<file path="src/sme_pkg.sv">
// Shared types and constants for the eddy viscosity pipeline.
`default_nettype none
package sme_pkg;

    localparam int IDX_W      = 20;
    localparam int DIFF_W     = 24;
    localparam int INV_W      = 24;
    localparam int COEF_W     = 32;
    localparam int EV_W       = 32;
    // gradient product: 24b signed times 25b signed
    localparam int G_W        = 49;
    // strain rate, signed
    localparam int SR_W       = 36;
    // magnitude of a strain rate
    localparam int MAG_W      = 35;
    localparam int MAG_LO_W   = 18;
    localparam int MAG_HI_W   = MAG_W - MAG_LO_W;
    localparam int SQ_W       = 69;
    localparam int SUM_W      = 74;
    localparam int ROOT_W     = 38;
    localparam int CFG_IDX_W  = 8;
    localparam int CFG_DATA_W = 32;
    localparam int IN_TDATA_W = 240;
    localparam int OUT_TDATA_W = 56;

    typedef enum logic [CFG_IDX_W-1:0] {
        REG_INV_X = 8'd0,
        REG_INV_Y = 8'd1,
        REG_INV_Z = 8'd2,
        REG_COEF  = 8'd3
    } cfg_reg_t;

    typedef struct packed {
        logic [INV_W-1:0]  inv_x;
        logic [INV_W-1:0]  inv_y;
        logic [INV_W-1:0]  inv_z;
        logic [COEF_W-1:0] coef;
    } cfg_t;

    typedef struct packed {
        logic signed [DIFF_W-1:0] w_z;
        logic signed [DIFF_W-1:0] w_y;
        logic signed [DIFF_W-1:0] w_x;
        logic signed [DIFF_W-1:0] v_z;
        logic signed [DIFF_W-1:0] v_y;
        logic signed [DIFF_W-1:0] v_x;
        logic signed [DIFF_W-1:0] u_z;
        logic signed [DIFF_W-1:0] u_y;
        logic signed [DIFF_W-1:0] u_x;
    } diff_set_t;

    // beat handed from cell to cell in the square root chain
    typedef struct packed {
        logic [SUM_W-1:0]  rem;
        logic [ROOT_W-1:0] root;
        logic [IDX_W-1:0]  idx;
    } sqrt_beat_t;

endpackage
`default_nettype wire

</file>
<file path="src/sme_scale.sv">
// Coefficient multiply, saturation and output register.
`default_nettype none
module sme_scale (
    input  wire logic                        aclk,
    input  wire logic                        aresetn,
    input  wire logic                        en,
    input  wire logic                        in_valid,
    input  wire sme_pkg::sqrt_beat_t         in_beat,
    input  wire logic [sme_pkg::COEF_W-1:0]  coef,
    output logic                             out_valid,
    output logic [sme_pkg::IDX_W-1:0]        out_idx,
    output logic [sme_pkg::EV_W-1:0]         out_ev,
    output logic                             out_sat
);
    localparam int CW = sme_pkg::COEF_W;
    localparam int RW = sme_pkg::ROOT_W;
    localparam int EW = sme_pkg::EV_W;
    localparam int PW = CW + RW;

    logic [1:0]              v_reg;
    logic [2*CW-1:0]         plo_reg;
    logic [CW+RW-CW-1:0]     phi_reg;
    logic [sme_pkg::IDX_W-1:0] idx_reg, oidx_reg;
    logic [EW-1:0]           ev_reg, ev_next;
    logic                    sat_reg, sat_next;
    logic [PW-1:0]           prod;

    // Combine partial products and clip
    always_comb begin
        prod     = PW'(plo_reg) + (PW'(phi_reg) << CW);
        sat_next = |prod[PW-1:EW+24];
        ev_next  = sat_next ? {EW{1'b1}} : prod[EW+23:24];
    end

    // Advance valid flags
    always_ff @(posedge aclk) begin
        if (!aresetn) begin
            v_reg <= '0;
        end else if (en) begin
            v_reg <= {v_reg[0], in_valid};
        end
    end

    // Split the root into low and high parts for the multiply
    always_ff @(posedge aclk) begin
        if (en) begin
            plo_reg  <= coef * in_beat.root[CW-1:0];
            phi_reg  <= coef * in_beat.root[RW-1:CW];
            idx_reg  <= in_beat.idx;
            ev_reg   <= ev_next;
            sat_reg  <= sat_next;
            oidx_reg <= idx_reg;
        end
    end

    assign out_valid = v_reg[1];
    assign out_idx   = oidx_reg;
    assign out_ev    = ev_reg;
    assign out_sat   = sat_reg;

endmodule
`default_nettype wire

</file>
<file path="config.mk">
export PLATFORM = sky130hd
export DESIGN_NAME = sme_scale
export DESIGN_NICKNAME = d
export VERILOG_FILES = /design/src/sme_pkg.sv /design/src/sme_scale.sv
export SDC_FILE = /design/constraint.sdc
export NUM_CORES = 2
export LEC_CHECK = 0
export ABC_AREA = 1
export BUFFER_PORTS_ARGS = -buffer_cell sky130_fd_sc_hd__clkbuf_2
export CAP_MARGIN = 25
export CORE_AREA = 2 2 277 279
export DETAILED_ROUTE_END_ITERATION = 8
export DIE_AREA = 0 0 279 281
export PLACE_DENSITY = 0.83
export SLEW_MARGIN = 25
export SYNTH_ARGS = -nofsm -noshare
export SYNTH_HDL_FRONTEND = slang
export SYNTH_SLANG_ARGS = --single-unit
</file>
<file path="constraint.sdc">
create_clock -name aclk -period 16 [get_ports aclk]
set_input_delay 3.2 -clock aclk [delete_from_list [all_inputs] [get_ports aclk]]
set_output_delay 3.2 -clock aclk [all_outputs]
set_load 0.01 [all_outputs]
</file>
; Word-level counts from Yosys, hierarchy flattened
; Index checks and enable logic that the tools add are counted.
; Widths: inputs -> output; s select.
[totals]
input_bits = 168
reg_bits = 177
word_cells = 11
out_inout_bits = 54
[classes]
n_reduce_logical = 1
n_addsub = 1
n_mul = 2
[op_table]
columns = cell, n
row1 = $add 64x70->70, 1
row2 = $mul 32x32->64, 1
row3 = $mul 32x6->38, 1
row4 = $reduce_or 14->1, 1

; Depth between registers and ports, before layout
[logic_depth]
depth_word = 2
depth_mapped = 32
mapped_depth_nobuf = 31

; Worst setup path before layout
; OpenSTA, ideal clock, no wires.
[synth_timing]
kind = input to register
from = input port coef[29] (netlist name)
to = register plo_reg[53] (data pin)
setup_time_ps = 260
stages = 26
n_path_buf = 2
setup_slack_ps = 6439
arrival_ps = 9301
required_ps = 15740
cell_sequence = clkbuf_1 > clkbuf_1 > nand2_1 > fa_1 > inv_1 > fa_1 > inv_1 > fa_1 > fa_1 > inv_1 > fa_1 > fa_1 > fa_1 > inv_1 > fa_1 > inv_1 > ha_1 > nand2_1 > nor2_1 > inv_1 > nor2_1 > inv_1 > nor4_1 > o21ai_0 > nand3_1 > xor2_1
[synth_between]
elab_chain_len = 1
[synth_lines]
columns = element, line_no
row1 = start: declaration, sme_scale.sv:9  ; input wire logic [sme_pkg::COEF_W-1:0] coef,
row2 = $mul 32x32->64, sme_scale.sv:47  ; plo_reg <= coef * in_beat.root[CW-1:0];
row3 = end signal: assignment, sme_scale.sv:47
row4 = end: declaration, sme_scale.sv:21  ; logic [2*CW-1:0] plo_reg;
; Every way passes these cells.
; A chain may end at the register's enable or synchronous reset.

; Worst setup path in the final report
[layout_timing]
from = input port coef[28] (netlist name)
to = register plo_reg[53] (data pin)
; Same word-level chain as after synthesis.

==> out/summary.json <==
{
  "run_status": {
    "outcome": "finished, final reports clean"
  },
  "sta": {
    "final.setup_skew_ns": 0.0114,
    "fin_tns_setup_ns": 0,
    "post-route-period-util": 0.654,
    "slew_viol_final": 0,
    "smallest_setup_slack_after_layout_ns": 5.54,
    "final_hold_viol_count": 0,
    "fmax_mhz": 95.6,
    "setup_repair_after_global_routing_missed_its_margin": "no",
    "slew_headroom": 0.246,
    "setup-violations-final": 0,
    "minimum_clock_period_ns": 10.46,
    "tightest_slew_ns": 1.13
  },
  "clock_tree": {
    "cts_inserted_buffers": 17,
    "cts_root_buf": "clkbuf_16",
    "cts_tree": "yes",
    "cts_hold_repair.buffers": 0,
    "cts.sink_count": 153,
    "cts_htree_levels": 4,
    "ctsLongestPathBuffers": 2,
    "cts-resized-gates": 0,
    "cts_setup_buffers": 0,
    "clock_insertion_delay_worst_skew_ns": 0.44,
    "cts.reportedPaths.clkPinSlew_ns": 0.07
  },
  "synth": {
    "synth-seq-cells": 153,
    "synth_fp_nets": 7799,
    "synth_enable_flop_cells": 151,
    "synth_sequential_area_ratio": 0.0944,
    "synth.lib_cells_used.distinct": 47,
    "postSynthAreaPerCell_um2": 7.72,
    "netlist_area_before_placement_mm2": 0.0484,
    "postSynthCellCount": 6276,
    "dominantRegCellSynth": "edfxtp_1",
    "ys.warnings.count": 0,
    "asyncSetResetFlopFracSynth": 0
  },
  "min_path": {
    "whs_path_depth": 0,
    "min-delay-path-class": "flip-flop to flip-flop",
    "worstHoldEndpoint": "out_idx[12]$_DFFE_PP_",
    "hold_start": "idx_reg[12]$_DFFE_PP_"
  },
  "finish": {
    "antenna_cell_count": 0,
    "fin_nets": 7744,
    "layout.filler_cells": 6175,
    "layout-drive-gt1-share": 0.0398,
    "final_cell_count_no_fill": 7212,
    "syn2layout_area_growth_pct": 3.71,
    "largest_reg_flops": 40
  },
  "global_routing": {
    "initial_antenna_violation_count": 3,
    "grt_pass1_wl_um": 209000,
    "grt.overflow.total": 0,
    "first_global_vias": 42400,
    "grtUsageTotal": 0.337,
    "grt_max_degree": 89
  },
  "die": {
    "die_y_um": 281,
    "core_mm2": 0.0754,
    "floorplan.initialDensity": 0.642,
    "fp-row-count": 101,
    "io-pin-count": 222,
    "floorplan.die_area_mm2": 0.0784,
    "die_w_um": 279
  },
  "drt": {
    "aggregate_routed_wire_length_um": 125000,
    "met1Wirelength_um": 48100,
    "met2RoutedLength_um": 60500,
    "dr_total_vias": 39000,
    "detailed_router_iteration_count_before_antenna_repair": 6,
    "drt-initial-drc-count": 3102,
    "detail-route-antenna-nets": 0,
    "drc": 0,
    "maxUsedRoutingLayer": "met5",
    "route.detailed.vias_per_inst": 5.41,
    "detailroute.wirelength.met3_um": 12200,
    "post_drt_wl_per_cell_um": 17.3
  },
  "worst_setup_path": {
    "path_class": "primary input to flip-flop",
    "r2r-start": "plo_reg[32]$_DFFE_PP_",
    "slowest_cell_delay_on_critical_path_ns": 0.82,
    "critical-path-top-delay-family": "adder cells",
    "start_kind": "primary input",
    "slowest_stage": "clkbuf_2",
    "arrival_ns": 10.70,
    "crit_path_frequent_cell": "fa_1",
    "critical_path_required_ns": 16.23,
    "reg2reg_to": "out_ev[17]$_SDFFCE_PP1P_",
    "path_buf_inv": 8,
    "critical_path.max_fanout": 38,
    "r2r_slack_ns": 12.86,
    "timing.reg2reg.worst_path_depth": 15,
    "endpoint_kind": "flip-flop"
  },
  "job": {
    "max-cap-violations": 0
  },
  "placement": {
    "gp_congestion": 0.996,
    "place_ws_ns": 5.23,
    "placement.io_buffers": 147,
    "hpwlAfterDp_um": 101000,
    "placedCellCount": 7180
  }
}
==> cell usage after synthesis (3+ instances only) <==
| master | number | share of area |
|---|---|---|
| a211oi_1 | 3 | 0.00046 |
| a21boi_0 | 8 | 0.0012 |
| a21o_1 | 8 | 0.0012 |
| a21oi_1 | 146 | 0.015 |
| a31oi_1 | 20 | 0.0026 |
| and2_1 | 4 | 0.00052 |
| buf_1 | 53 | 0.0041 |
| buf_4 | 9 | 0.0014 |
| clkbuf_1 | 187 | 0.014 |
| edfxtp_1 | 151 | 0.094 |
| fa_1 | 1017 | 0.42 |
| ha_1 | 338 | 0.087 |
| inv_1 | 1929 | 0.15 |
| inv_2 | 16 | 0.0012 |
| nand2_1 | 1780 | 0.14 |
| nand2_2 | 6 | 0.00077 |
| nand3_1 | 77 | 0.0080 |
| nand3_2 | 3 | 0.00062 |
| nand3b_1 | 3 | 0.00046 |
| nand4_1 | 46 | 0.0059 |
| nor2_1 | 221 | 0.017 |
| nor2_2 | 9 | 0.0012 |
| nor3_1 | 22 | 0.0023 |
| nor4_1 | 9 | 0.0012 |
| o21a_1 | 10 | 0.0015 |
| o21ai_0 | 72 | 0.0074 |
| o21ai_1 | 6 | 0.00062 |
| o21bai_1 | 14 | 0.0022 |
| or2_1 | 3 | 0.00039 |
| xnor2_1 | 37 | 0.0067 |
| xor2_1 | 45 | 0.0081 |
==> how the worst max path moves through the flow <==
stage,end,start,cells after the start
finish,plo_reg[53]$_DFFE_PP_,coef[28],25
global route,plo_reg[33]$_DFFE_PP_,in_beat[25],27
CTS,plo_reg[53]$_DFFE_PP_,coef[28],25
detailed placement,plo_reg[53]$_DFFE_PP_,coef[28],25
global placement,plo_reg[61]$_DFFE_PP_,coef[28],25
floorplan,plo_reg[53]$_DFFE_PP_,coef[29],26
==> area by class of cell <==
class	count	area, um2	share of cell area
clock buffers	18	429	0.00854
clock inverters	14	155	0.00309
inverters	1947	7310	0.145
multi-input cells	3925	35600	0.708
flip-flops and latches	153	4570	0.0910
well taps	978	1220	0.0244
repair buffers	177	967	0.0192
==> stage by stage <==
stage | area [um2] | hold slack, ns | util
6_report | 50200 | 0.419 | 0.666
5_1_grt | 50200 | 0.426 | 0.666
4_1_cts | 50200 | 0.419 | 0.666
3_5_place_dp | 49700 | 0.405 | 0.658
3_3_place_gp | 49700 | 0.400 | 0.658
2_1_floorplan | 48400 | 0.400 | -
==> metal layers <==
| metal | track usage | vias up |
|---|---|---|
| li1 | - | 17600 |
| met1 | 0.432 | 19000 |
| met2 | 0.579 | 1969 |
| met3 | 0.0589 | 361 |
| met4 | 0.117 | 6 |
| met5 | 0 | - |
==> cells in the final DEF (no fill, tap or decap), types with 16 or more instances in the layout <==
| cell | n |
|---|---|
| a21oi_1 | 146 |
| nand2_1 | 1780 |
| clkbuf_16 | 17 |
| buf_4 | 30 |
| nor2_1 | 221 |
| o21ai_0 | 72 |
| clkbuf_2 | 143 |
| ha_1 | 338 |
| a31oi_1 | 20 |
| fa_1 | 1017 |
| inv_1 | 1929 |
| xor2_1 | 45 |
| nand3_1 | 77 |
| edfxtp_1 | 151 |
| xnor2_1 | 37 |
| inv_2 | 16 |
| nand4_1 | 46 |
| nor3_1 | 22 |
==> cell families (layout without fill, tap and decap cells) <==
family	count (synthesis)	after routing	synth area share
buffers and inverters	2198	2156	0.171
AO/OA/AOI/OAI	298	298	0.0343
adder cells (fa/ha/maj)	1355	1355	0.508
AND/OR/NAND/NOR	2190	2190	0.178
flip-flops	153	153	0.0944
XOR/XNOR	82	82	0.0148
Power is not shown: default switching activity piles up to over one toggle a cycle in this logic, so the estimate is an artifact.
