File: config.mk
export PLATFORM = sky130hd
export DESIGN_NAME = sme_sqrt_cell
export DESIGN_NICKNAME = d
export VERILOG_FILES = /design/src/sme_pkg.sv /design/src/sme_sqrt_cell.sv
export SDC_FILE = /design/constraint.sdc
export NUM_CORES = 1
export LEC_CHECK = 0
export ABC_CLOCK_PERIOD_IN_PS = 12290
export BUFFER_PORTS_ARGS = -buffer_cell sky130_fd_sc_hd__buf_2
export CORE_UTILIZATION = 55
export CTS_CLUSTER_DIAMETER = 200
export DETAILED_ROUTE_END_ITERATION = 10
export GPL_TIMING_DRIVEN = 0
export PLACE_DENSITY_LB_ADDON = 0.2
export RECOVER_POWER = 25
export SYNTH_ARGS = -nofsm -noshare
export SYNTH_HDL_FRONTEND = slang
export SYNTH_SLANG_ARGS = --single-unit
File: constraint.sdc
create_clock -name aclk -period 12.29 [get_ports aclk]
set_clock_uncertainty 0.2 [all_clocks]
set_input_delay 2.458 -clock aclk [delete_from_list [all_inputs] [get_ports aclk]]
set_output_delay 2.458 -clock aclk [all_outputs]
set_load 0.03 [all_outputs]
File: src/sme_pkg.sv
// Shared types and constants for the eddy viscosity pipeline.
`default_nettype none
package sme_pkg;

    localparam int IDX_W      = 20;
    localparam int DIFF_W     = 24;
    localparam int INV_W      = 24;
    localparam int COEF_W     = 32;
    localparam int EV_W       = 32;
    // gradient product: 24b signed times 25b signed
    localparam int G_W        = 49;
    // strain rate, signed
    localparam int SR_W       = 36;
    // magnitude of a strain rate
    localparam int MAG_W      = 35;
    localparam int MAG_LO_W   = 18;
    localparam int MAG_HI_W   = MAG_W - MAG_LO_W;
    localparam int SQ_W       = 69;
    localparam int SUM_W      = 74;
    localparam int ROOT_W     = 38;
    localparam int CFG_IDX_W  = 8;
    localparam int CFG_DATA_W = 32;
    localparam int IN_TDATA_W = 240;
    localparam int OUT_TDATA_W = 56;

    typedef enum logic [CFG_IDX_W-1:0] {
        REG_INV_X = 8'd0,
        REG_INV_Y = 8'd1,
        REG_INV_Z = 8'd2,
        REG_COEF  = 8'd3
    } cfg_reg_t;

    typedef struct packed {
        logic [INV_W-1:0]  inv_x;
        logic [INV_W-1:0]  inv_y;
        logic [INV_W-1:0]  inv_z;
        logic [COEF_W-1:0] coef;
    } cfg_t;

    typedef struct packed {
        logic signed [DIFF_W-1:0] w_z;
        logic signed [DIFF_W-1:0] w_y;
        logic signed [DIFF_W-1:0] w_x;
        logic signed [DIFF_W-1:0] v_z;
        logic signed [DIFF_W-1:0] v_y;
        logic signed [DIFF_W-1:0] v_x;
        logic signed [DIFF_W-1:0] u_z;
        logic signed [DIFF_W-1:0] u_y;
        logic signed [DIFF_W-1:0] u_x;
    } diff_set_t;

    // beat handed from cell to cell in the square root chain
    typedef struct packed {
        logic [SUM_W-1:0]  rem;
        logic [ROOT_W-1:0] root;
        logic [IDX_W-1:0]  idx;
    } sqrt_beat_t;

endpackage
`default_nettype wire

File: src/sme_sqrt_cell.sv
// One cell of the square root chain: decides one root bit per beat.
`default_nettype none
module sme_sqrt_cell #(
    parameter int BIT = 0
) (
    input  wire logic                aclk,
    input  wire logic                aresetn,
    input  wire logic                en,
    input  wire logic                in_valid,
    input  wire sme_pkg::sqrt_beat_t in_beat,
    output logic                     out_valid,
    output sme_pkg::sqrt_beat_t      out_beat
);
    localparam int RW = sme_pkg::ROOT_W;
    localparam int UW = sme_pkg::SUM_W;
    localparam int TW = 2 * RW + 2;

    logic                valid_reg;
    sme_pkg::sqrt_beat_t beat_reg, beat_next;
    logic [TW-1:0]       trial;
    logic                fits;

    // Trial growth of root squared when this bit is set
    always_comb begin
        trial = (TW'(in_beat.root) << (BIT + 1)) + (TW'(1) << (2 * BIT));
        fits  = TW'(in_beat.rem) >= trial;
        beat_next = in_beat;
        if (fits) begin
            beat_next.rem  = in_beat.rem - trial[UW-1:0];
            beat_next.root = in_beat.root | (RW'(1) << BIT);
        end
    end

    // Hold valid flag
    always_ff @(posedge aclk) begin
        if (!aresetn) begin
            valid_reg <= 1'b0;
        end else if (en) begin
            valid_reg <= in_valid;
        end
    end

    // Pass beat on to the next cell
    always_ff @(posedge aclk) begin
        if (en) begin
            beat_reg <= beat_next;
        end
    end

    assign out_valid = valid_reg;
    assign out_beat  = beat_reg;

endmodule
`default_nettype wire

---- Word level (Yosys, flattened, before mapping) ----
Index checks and enable logic that the tools add are counted.
storage, ports and cells
  register bits ........................... 133
  output and inout port bits .............. 133
  word-level logic and storage cells ...... 9
  bits of input ports ..................... 136
cells by class
  add/subtract/negate cells ............... 2
  mux-type cells .......................... 1
  order comparisons ....................... 1
operator list
  kind                                                             count
  112-bit 2-to-1 mux                                               1
  74-bit by 40-bit greater-or-equal comparator with 1-bit output   1
  74-bit by 40-bit subtractor with 74-bit output                   1
  39-bit by 1-bit adder with 40-bit output, second input constant  1

---- Logic depth before layout (Yosys ltp) ----
Gate-level depths: netlist of run 1.
  depth in word-level cells ............... 3
  gate-level depth with buffers ........... 15
  gate-level depth less buffers ........... 11

---- Worst setup path before layout of run 1 ----
No wires, ideal clock.
  kind .................................... in2reg
  start ................................... in in_beat[115] in the netlist's numbering
  end ..................................... reg beat_reg (netlist bit out_beat[63]) (data pin)
  slack ................................... 6.495 ns
  stages .................................. 11
  data required time ...................... 11.832 ns
  arrival ................................. 5.337 ns
  buffers on the path ..................... 2
  path through ............................ or4_4 -> nand4bb_4 -> or4_4 -> or3_4 -> nor2_2 -> or4b_4 -> or2_1 -> buf_2 -> clkbuf_1 -> nor2_1 -> a21oi_1
RTL lines
  what                    RTL line             text
  start: declaration      sme_sqrt_cell.sv:10  input wire sme_pkg::sqrt_beat_t in_beat,
  end signal: assignment  sme_sqrt_cell.sv:46  beat_reg <= beat_next;
  end: declaration        sme_sqrt_cell.sv:19  sme_pkg::sqrt_beat_t beat_reg, beat_next;

==> metrics.md, run 1 <==
| Metric | Value |
|---|---|
| Flops & latches, synth | 133 |
| Worst Setup Start Kind | input port |
| Reg area | 0.00398 mm2 |
| Failing checks | capacitance limit, slew limit |
| DR WL/cell | 18.3 um |
| Post-synthesis xor/xnor area fraction | 8.31% |
| Vias in the first global route | 6360 |
| Worst Path Max Fanout | 10 |
| IO Port Bufs | 267 |
| Root Buffer | clkbuf_16 |
| Worst path arrival time | 6370 ps |
| CTS Buffer Depth | 2 |
| CP required | 12340 ps |
| Compound-Gate Fraction of Synth Area | 12.8% |
| Post-CTS setup buffers | 0 |
| WL final | 21700 um |
| Hold Path Class | flop to flop |
| Ys async rst share | 0% |
| Post-Synth Adder-Cell Area | 6.69% |
| Final Cell Area | 0.00975 mm2 |
| Max-slew violations | 59 |
| Multi-input logic area | 0.00329 mm2 |
| Synthesized area | 0.00759 mm2 |
| Mapped Cells | 711 |
| GRT Total Usage | 30.4% |
| Fill count | 1014 |
| Initial antenna violation count | 0 |
| Max_cap viols | 1 |
| Clock-pin transition on the worst setup and hold timing paths | 60 ps |
| H-tree levels | 4 |
| Grt ovf | 0 |
| CTS tree | done |
| Routability cong. | 0.869 |
| Nets | 1174 |
| Clk_lat worst skew | 420 ps |
| Hpwl dp | 15900 um |
| Placed cell area | 0.00918 mm2 |
| Total number of vias | 6740 |
| Synth Area in Simple Gates | 15.2% |
| Status | finished, violations left |
| Setup WS pre-CTS | 5720 ps |
| Syn avg cell area | 10.7 um2 |
| Antenna cell count | 0 |
| Main combinational cell family by area after synthesis | simple AND/OR/NAND/NOR gates |
| EDFF count, synth | 132 |
| Die ar. | 0.0143 mm2 |
| Post-route setup slack | 5970 ps |
| Die X | 119 um |
| Multiplexer area fraction after synthesis | 0.280% |
| Worst Tran Pin Value | 3340 ps |
| Drc violations | 0 |
| Fmax | 158 MHz |
| Critical Path End Type | flop |
| Synth area leader | edfxtp_1 |
| RSZ-0062 raised after global routing | no |
| Static Leak | 4.18 nW |
| Cts bufs inserted | 17 |
| Post-synth cell types | 57 |
| Worst VDD drop | 0.0820 mV |
| Max-Slew Margin vs Limit | -123% |
| CORE AREA | 0.0133 mm2 |
| Routed Antenna Nets | 0 |
| Post-cts repair resize count | 0 |
| Main synth FF type | edfxtp_1 |
| Synth top area cells | edfxtp_1, ha_1, a21oi_1, xor2_1, nor2_1 |
| Final hold vios | 0 |
| Initial core utilization | 56.9% |
| Num ports | 269 |
| Vias per std cell | 5.68 |
| First-pass DRT Iterations | 5 |
| Syn_nets | 887 |
| Site Rows | 42 |
| Power density over the cells | 147 mW/mm2 |
| Area share of the largest cell type after synthesis | 52.2% |
| CTS Hold Bufs | 0 |
| Fin util | 73.1% |
| Initial DRC Count | 582 |
| Setup-failing EPs final | 0 |
| Sequential element share of the synthesized area | 52.5% |
| DIE HEIGHT | 119 um |
| Final Cycle Share | 51.4% |
| Worst Setup Path Type | input port to flop |
| Setup TNS Final | 0 ps |
| Pin count of the biggest net entering global routing | 76 |
| Global-route wire length before repair | 32800 um |
| Crit path time final | 6320 ps |
| Share of cells above drive strength 1 | 29.8% |
| CTS sink count | 133 |
| Yosys warns | 0 |
| Synth-to-layout area growth | 28.4% |
-- report_power, final --
group          total, mW  switching (mW)  leakage [nW]  internal [mW]
registers          0.571          0.0128          1.30          0.559
logic              0.339           0.231          2.59          0.108
clock network      0.526           0.206         0.286          0.320
total               1.44           0.450          4.18          0.987
-- through the flow --
step	cells	hold slack [ps]	total power [mW]
finish	1187	360	1.44
global route	1187	388	1.48
CTS	1187	365	1.44
detailed placement	1155	343	0.912
global placement	1154	295	0.905
floorplan	711	440	0.798
-- state kept, by name (all words and copies together), names as in the netlist --
signal and count:
out_beat 132, out_valid 1
-- final timing paths --
path,start,endpoint,slack [ps],cells after the start
min,out_valid$_SDFFE_PN0P_,out_valid$_SDFFE_PN0P_,360,2
max reg2reg,out_valid$_SDFFE_PN0P_,out_valid$_SDFFE_PN0P_,11400,2
min reg2reg,out_valid$_SDFFE_PN0P_,out_valid$_SDFFE_PN0P_,360,2
max,in_beat[28],out_beat[83]$_DFFE_PP_,5970,14
-- cell families (layout without fill, tap and decap cells) --
group                      Yosys count  in the layout
adders and majority gates           40             40
muxes                                2              2
DFF                                133            133
xor gates and xnor gates            72             72
AOI/OAI and AO/OA                  165            165
buffers and inverters               73            373
and+or+nand+nor                    226            226
-- worst max-delay path: stages --
cell and delay [ps]:
clkbuf_1 100, inv_1 50, ha_1 380, nand4_1 180, or3_1 400, a31o_2 250, a21boi_0 570, o21ai_0 250
o21ai_0 620, or2_1 190, buf_2 170, clkbuf_1 430, nor2_1 120, a21oi_1 200
-- cell usage after synthesis, types with 17 or more instances --
library cell,count
clkbuf_1,18
nor3_1,21
xor2_1,45
nand4_1,17
ha_1,39
edfxtp_1,132
inv_1,47
nor2_1,69
o21ai_0,30
a21oi_1,79
xnor2_1,27
nand2_1,50
-- metal layers --
metal  share of wire (%)  routed length (um)  up-vias  global-route usage, %
met1                  39                8440     3127                   36.7
met3                 8.5                1850       40                   7.94
met5                   0                   0        -                      0
li1                    -                   -     3190                      -
met4                 2.4                 531        0                   11.7
met2                  50               10900      383                   52.1
-- layout make-up --
| cell class | instances | share of cell area, % |
|---|---|---|
| timing repair buffer | 268 | 13.7 |
| buffer | 26 | 1.44 |
| clock buffer | 17 | 4.36 |
| inverter | 47 | 1.81 |
| clock inverter | 15 | 1.83 |
| multi-input combinational | 505 | 33.8 |
| sequential | 133 | 40.9 |
| tap | 176 | 2.26 |
-- cell usage in the layout (no fill, tap or decap), drive strengths merged, types with 2 or more instances in the layout --
master,count
buf,252
edfxtp,132
a21oi,79
nor2,70
clkbuf,59
nand2,50
inv,50
xor2,45
ha,39
o21ai,33
xnor2,27
nor3,22
nand4,17
nor4,15
a21o,15
or3,12
nand3,9
or4,9
o21a,6
o21bai,5
clkinv,5
nor2b,4
a21boi,4
a31oi,4
nor4b,4
a211oi,4
clkinvlp,4
nand2b,3
bufinv,3
or2,3
or4b,3
o211ai,2
a31o,2
or3b,2
a211o,2
No activity file was read; power rests on OpenSTA's default activity.
==> inputs of run 2 (changes only) <==
ABC_CLOCK_PERIOD_IN_PS = 5100   (was 12290)
CORE_UTILIZATION = 46   (was 55)
clock period = 5.1 ns   (was 12.29 ns; I/O delays follow)
==> run 2 against run 1 <==
  * The run still ends with capacitance limit, slew limit left
  * Power increased by 140%
  * Clock power increased by 140%
  * Die area increased by 19%
  * Combinational power increased by 140%
  * Hold slack got worse by 48 ps
  * Core utilization decreased by 12 points
  * Global-route usage decreased by 7.1 points
  * Largest power group unchanged
==> metrics.md, run 2 (same netlist as run 1, synthesis figures left out) <==
| Metric | Value |
|---|---|
| CP required | 5140 ps |
| Antenna cell count | 0 |
| DR WL/cell | 16.2 um |
| CTS Hold Bufs | 0 |
| CTS Buffer Depth | 2 |
| IO Port Bufs | 267 |
| Clock-pin transition on the worst setup and hold timing paths | 60 ps |
| Setup WS pre-CTS | -11.7 ps |
| Worst VDD drop | 0.214 mV |
| Max-Slew Margin vs Limit | -127% |
| Gate power share | 23.6% |
| Vias per std cell | 5.20 |
| RSZ-0062 raised after global routing | no |
| Vias in the first global route | 5858 |
| Grt ovf | 0 |
| Max FFs per register | 132 |
| Final hold vios | 0 |
| H-tree levels | 4 |
| Global-route wire length before repair | 29900 um |
| GRT Total Usage | 23.4% |
| Switching share of power | 31.3% |
| WL final | 19900 um |
| Worst Path Max Fanout | 10 |
| Pin count of the biggest net entering global routing | 74 |
| CORE AREA | 0.0160 mm2 |
| Pint | 2.34 mW |
| CTS sink count | 133 |
| Share of cells above drive strength 1 | 29.8% |
| CTS tree | done |
| WHS | 312 ps |
| Overall power | 3.41 mW |
| Hpwl dp | 15500 um |
| Commonest non-fill, non-tap cell in the layout | buf_2 |
| Worst Setup Start Kind | input port |
| Nets | 1174 |
| Status | finished, violations left |
| Total number of vias | 6384 |
| Die ar. | 0.0170 mm2 |
| Fmax | 210 MHz |
| Post-CTS setup buffers | 0 |
| Routed Antenna Nets | 0 |
| Drc violations | 0 |
| Synth-to-layout area growth | 29.0% |
| Flop pwr share | 40.2% |
| Cts bufs inserted | 17 |
| Post-cts repair resize count | 0 |
| Failing checks | capacitance limit, slew limit |
| Clk pwr share | 36.3% |
| Crit path time final | 4770 ps |
| Power density over the cells | 348 mW/mm2 |
| Max-slew violations | 61 |
| Switching power | 1.07 mW |
| Worst Tran Pin Value | 3410 ps |
| Most frequent cells in the layout | buf_2, edfxtp_1, a21oi_1, nor2_1, nand2_1 |
| Num ports | 269 |
| Worst Setup Path Type | input port to flop |
| Initial DRC Count | 384 |
| Max_cap viols | 1 |
| Setup-failing EPs final | 0 |
| Routability cong. | 0.879 |
| Static Leak | 4.19 nW |
| Initial antenna violation count | 0 |
| Site Rows | 46 |
| Setup TNS Final | 0 ps |
| Root Buffer | clkbuf_16 |
| Final Cycle Share | 93.5% |
| Initial core utilization | 47.5% |
| Post-route setup slack | 332 ps |
| Die X | 130 um |
| Hold Path Class | flop to flop |
| Critical Path End Type | flop |
| Clk_lat worst skew | 420 ps |
| Worst path arrival time | 4810 ps |
| First-pass DRT Iterations | 5 |
| DIE HEIGHT | 130 um |
| Fin util | 61.2% |
==> run 2: cell types whose count changed in the layout (fill, tap and decap cells not counted), sizes merged <==
| cell | delta |
|---|---|
| inv | +3 |
| clkinvlp | -3 |
| bufinv | -1 |
| clkinv | +1 |
==> run 2: layout make-up <==
class	instances	area [um2]
multi-input combinational	505	3290
timing repair buffer	268	1330
fill	1428	6200
buffer	26	140
inverter	47	176
clock buffer	17	425
tap	216	270
sequential	133	3980
clock inverter	15	173
==> run 2: metal layers <==
metal,vias up,routed length (um),global-route usage (%)
li1,3188,-,-
met5,-,0,0
met3,18,1560,6.68
met2,240,9140,36.7
met4,0,227,6.42
met1,2938,8930,31.6
==> run 2: power groups by stage <==
stage / combinational [mW] / sequential, mW / clock [mW]
after floorplan: 0.290 / 1.63 / 0
after global placement: 0.793 / 1.39 / 0
after detailed placement: 0.802 / 1.39 / 0
after CTS: 0.806 / 1.37 / 1.25
after global routing: 0.871 / 1.38 / 1.29
final: 0.803 / 1.37 / 1.24
==> run 2: metrics by stage <==
step / std cells / cell area, um2
floorplan: 711 / 7590
global placement: 1194 / 9200
detailed placement: 1195 / 9230
CTS: 1227 / 9830
global route: 1227 / 9800
finish: 1227 / 9800
==> run 2: worst max-delay path, cell delays in order <==
cell and delay [ps]:
buf_2 80, inv_1 40, ha_1 380, nand4_1 170, or3_1 390, a31o_2 250, a21boi_0 470, o21ai_0 230
o21ai_0 630, or2_1 200, buf_2 170, clkbuf_1 460, nor2_1 80, a21oi_1 220
==> run 2: worst paths after layout <==
kind                          start                     end  slack [ps]  cells past startpoint
min          out_valid$_SDFFE_PN0P_  out_valid$_SDFFE_PN0P_         310                      2
max reg2reg  out_valid$_SDFFE_PN0P_  out_valid$_SDFFE_PN0P_        4260                      2
min reg2reg  out_valid$_SDFFE_PN0P_  out_valid$_SDFFE_PN0P_         310                      2
max                     in_beat[29]  out_beat[92]$_DFFE_PP_         330                     14
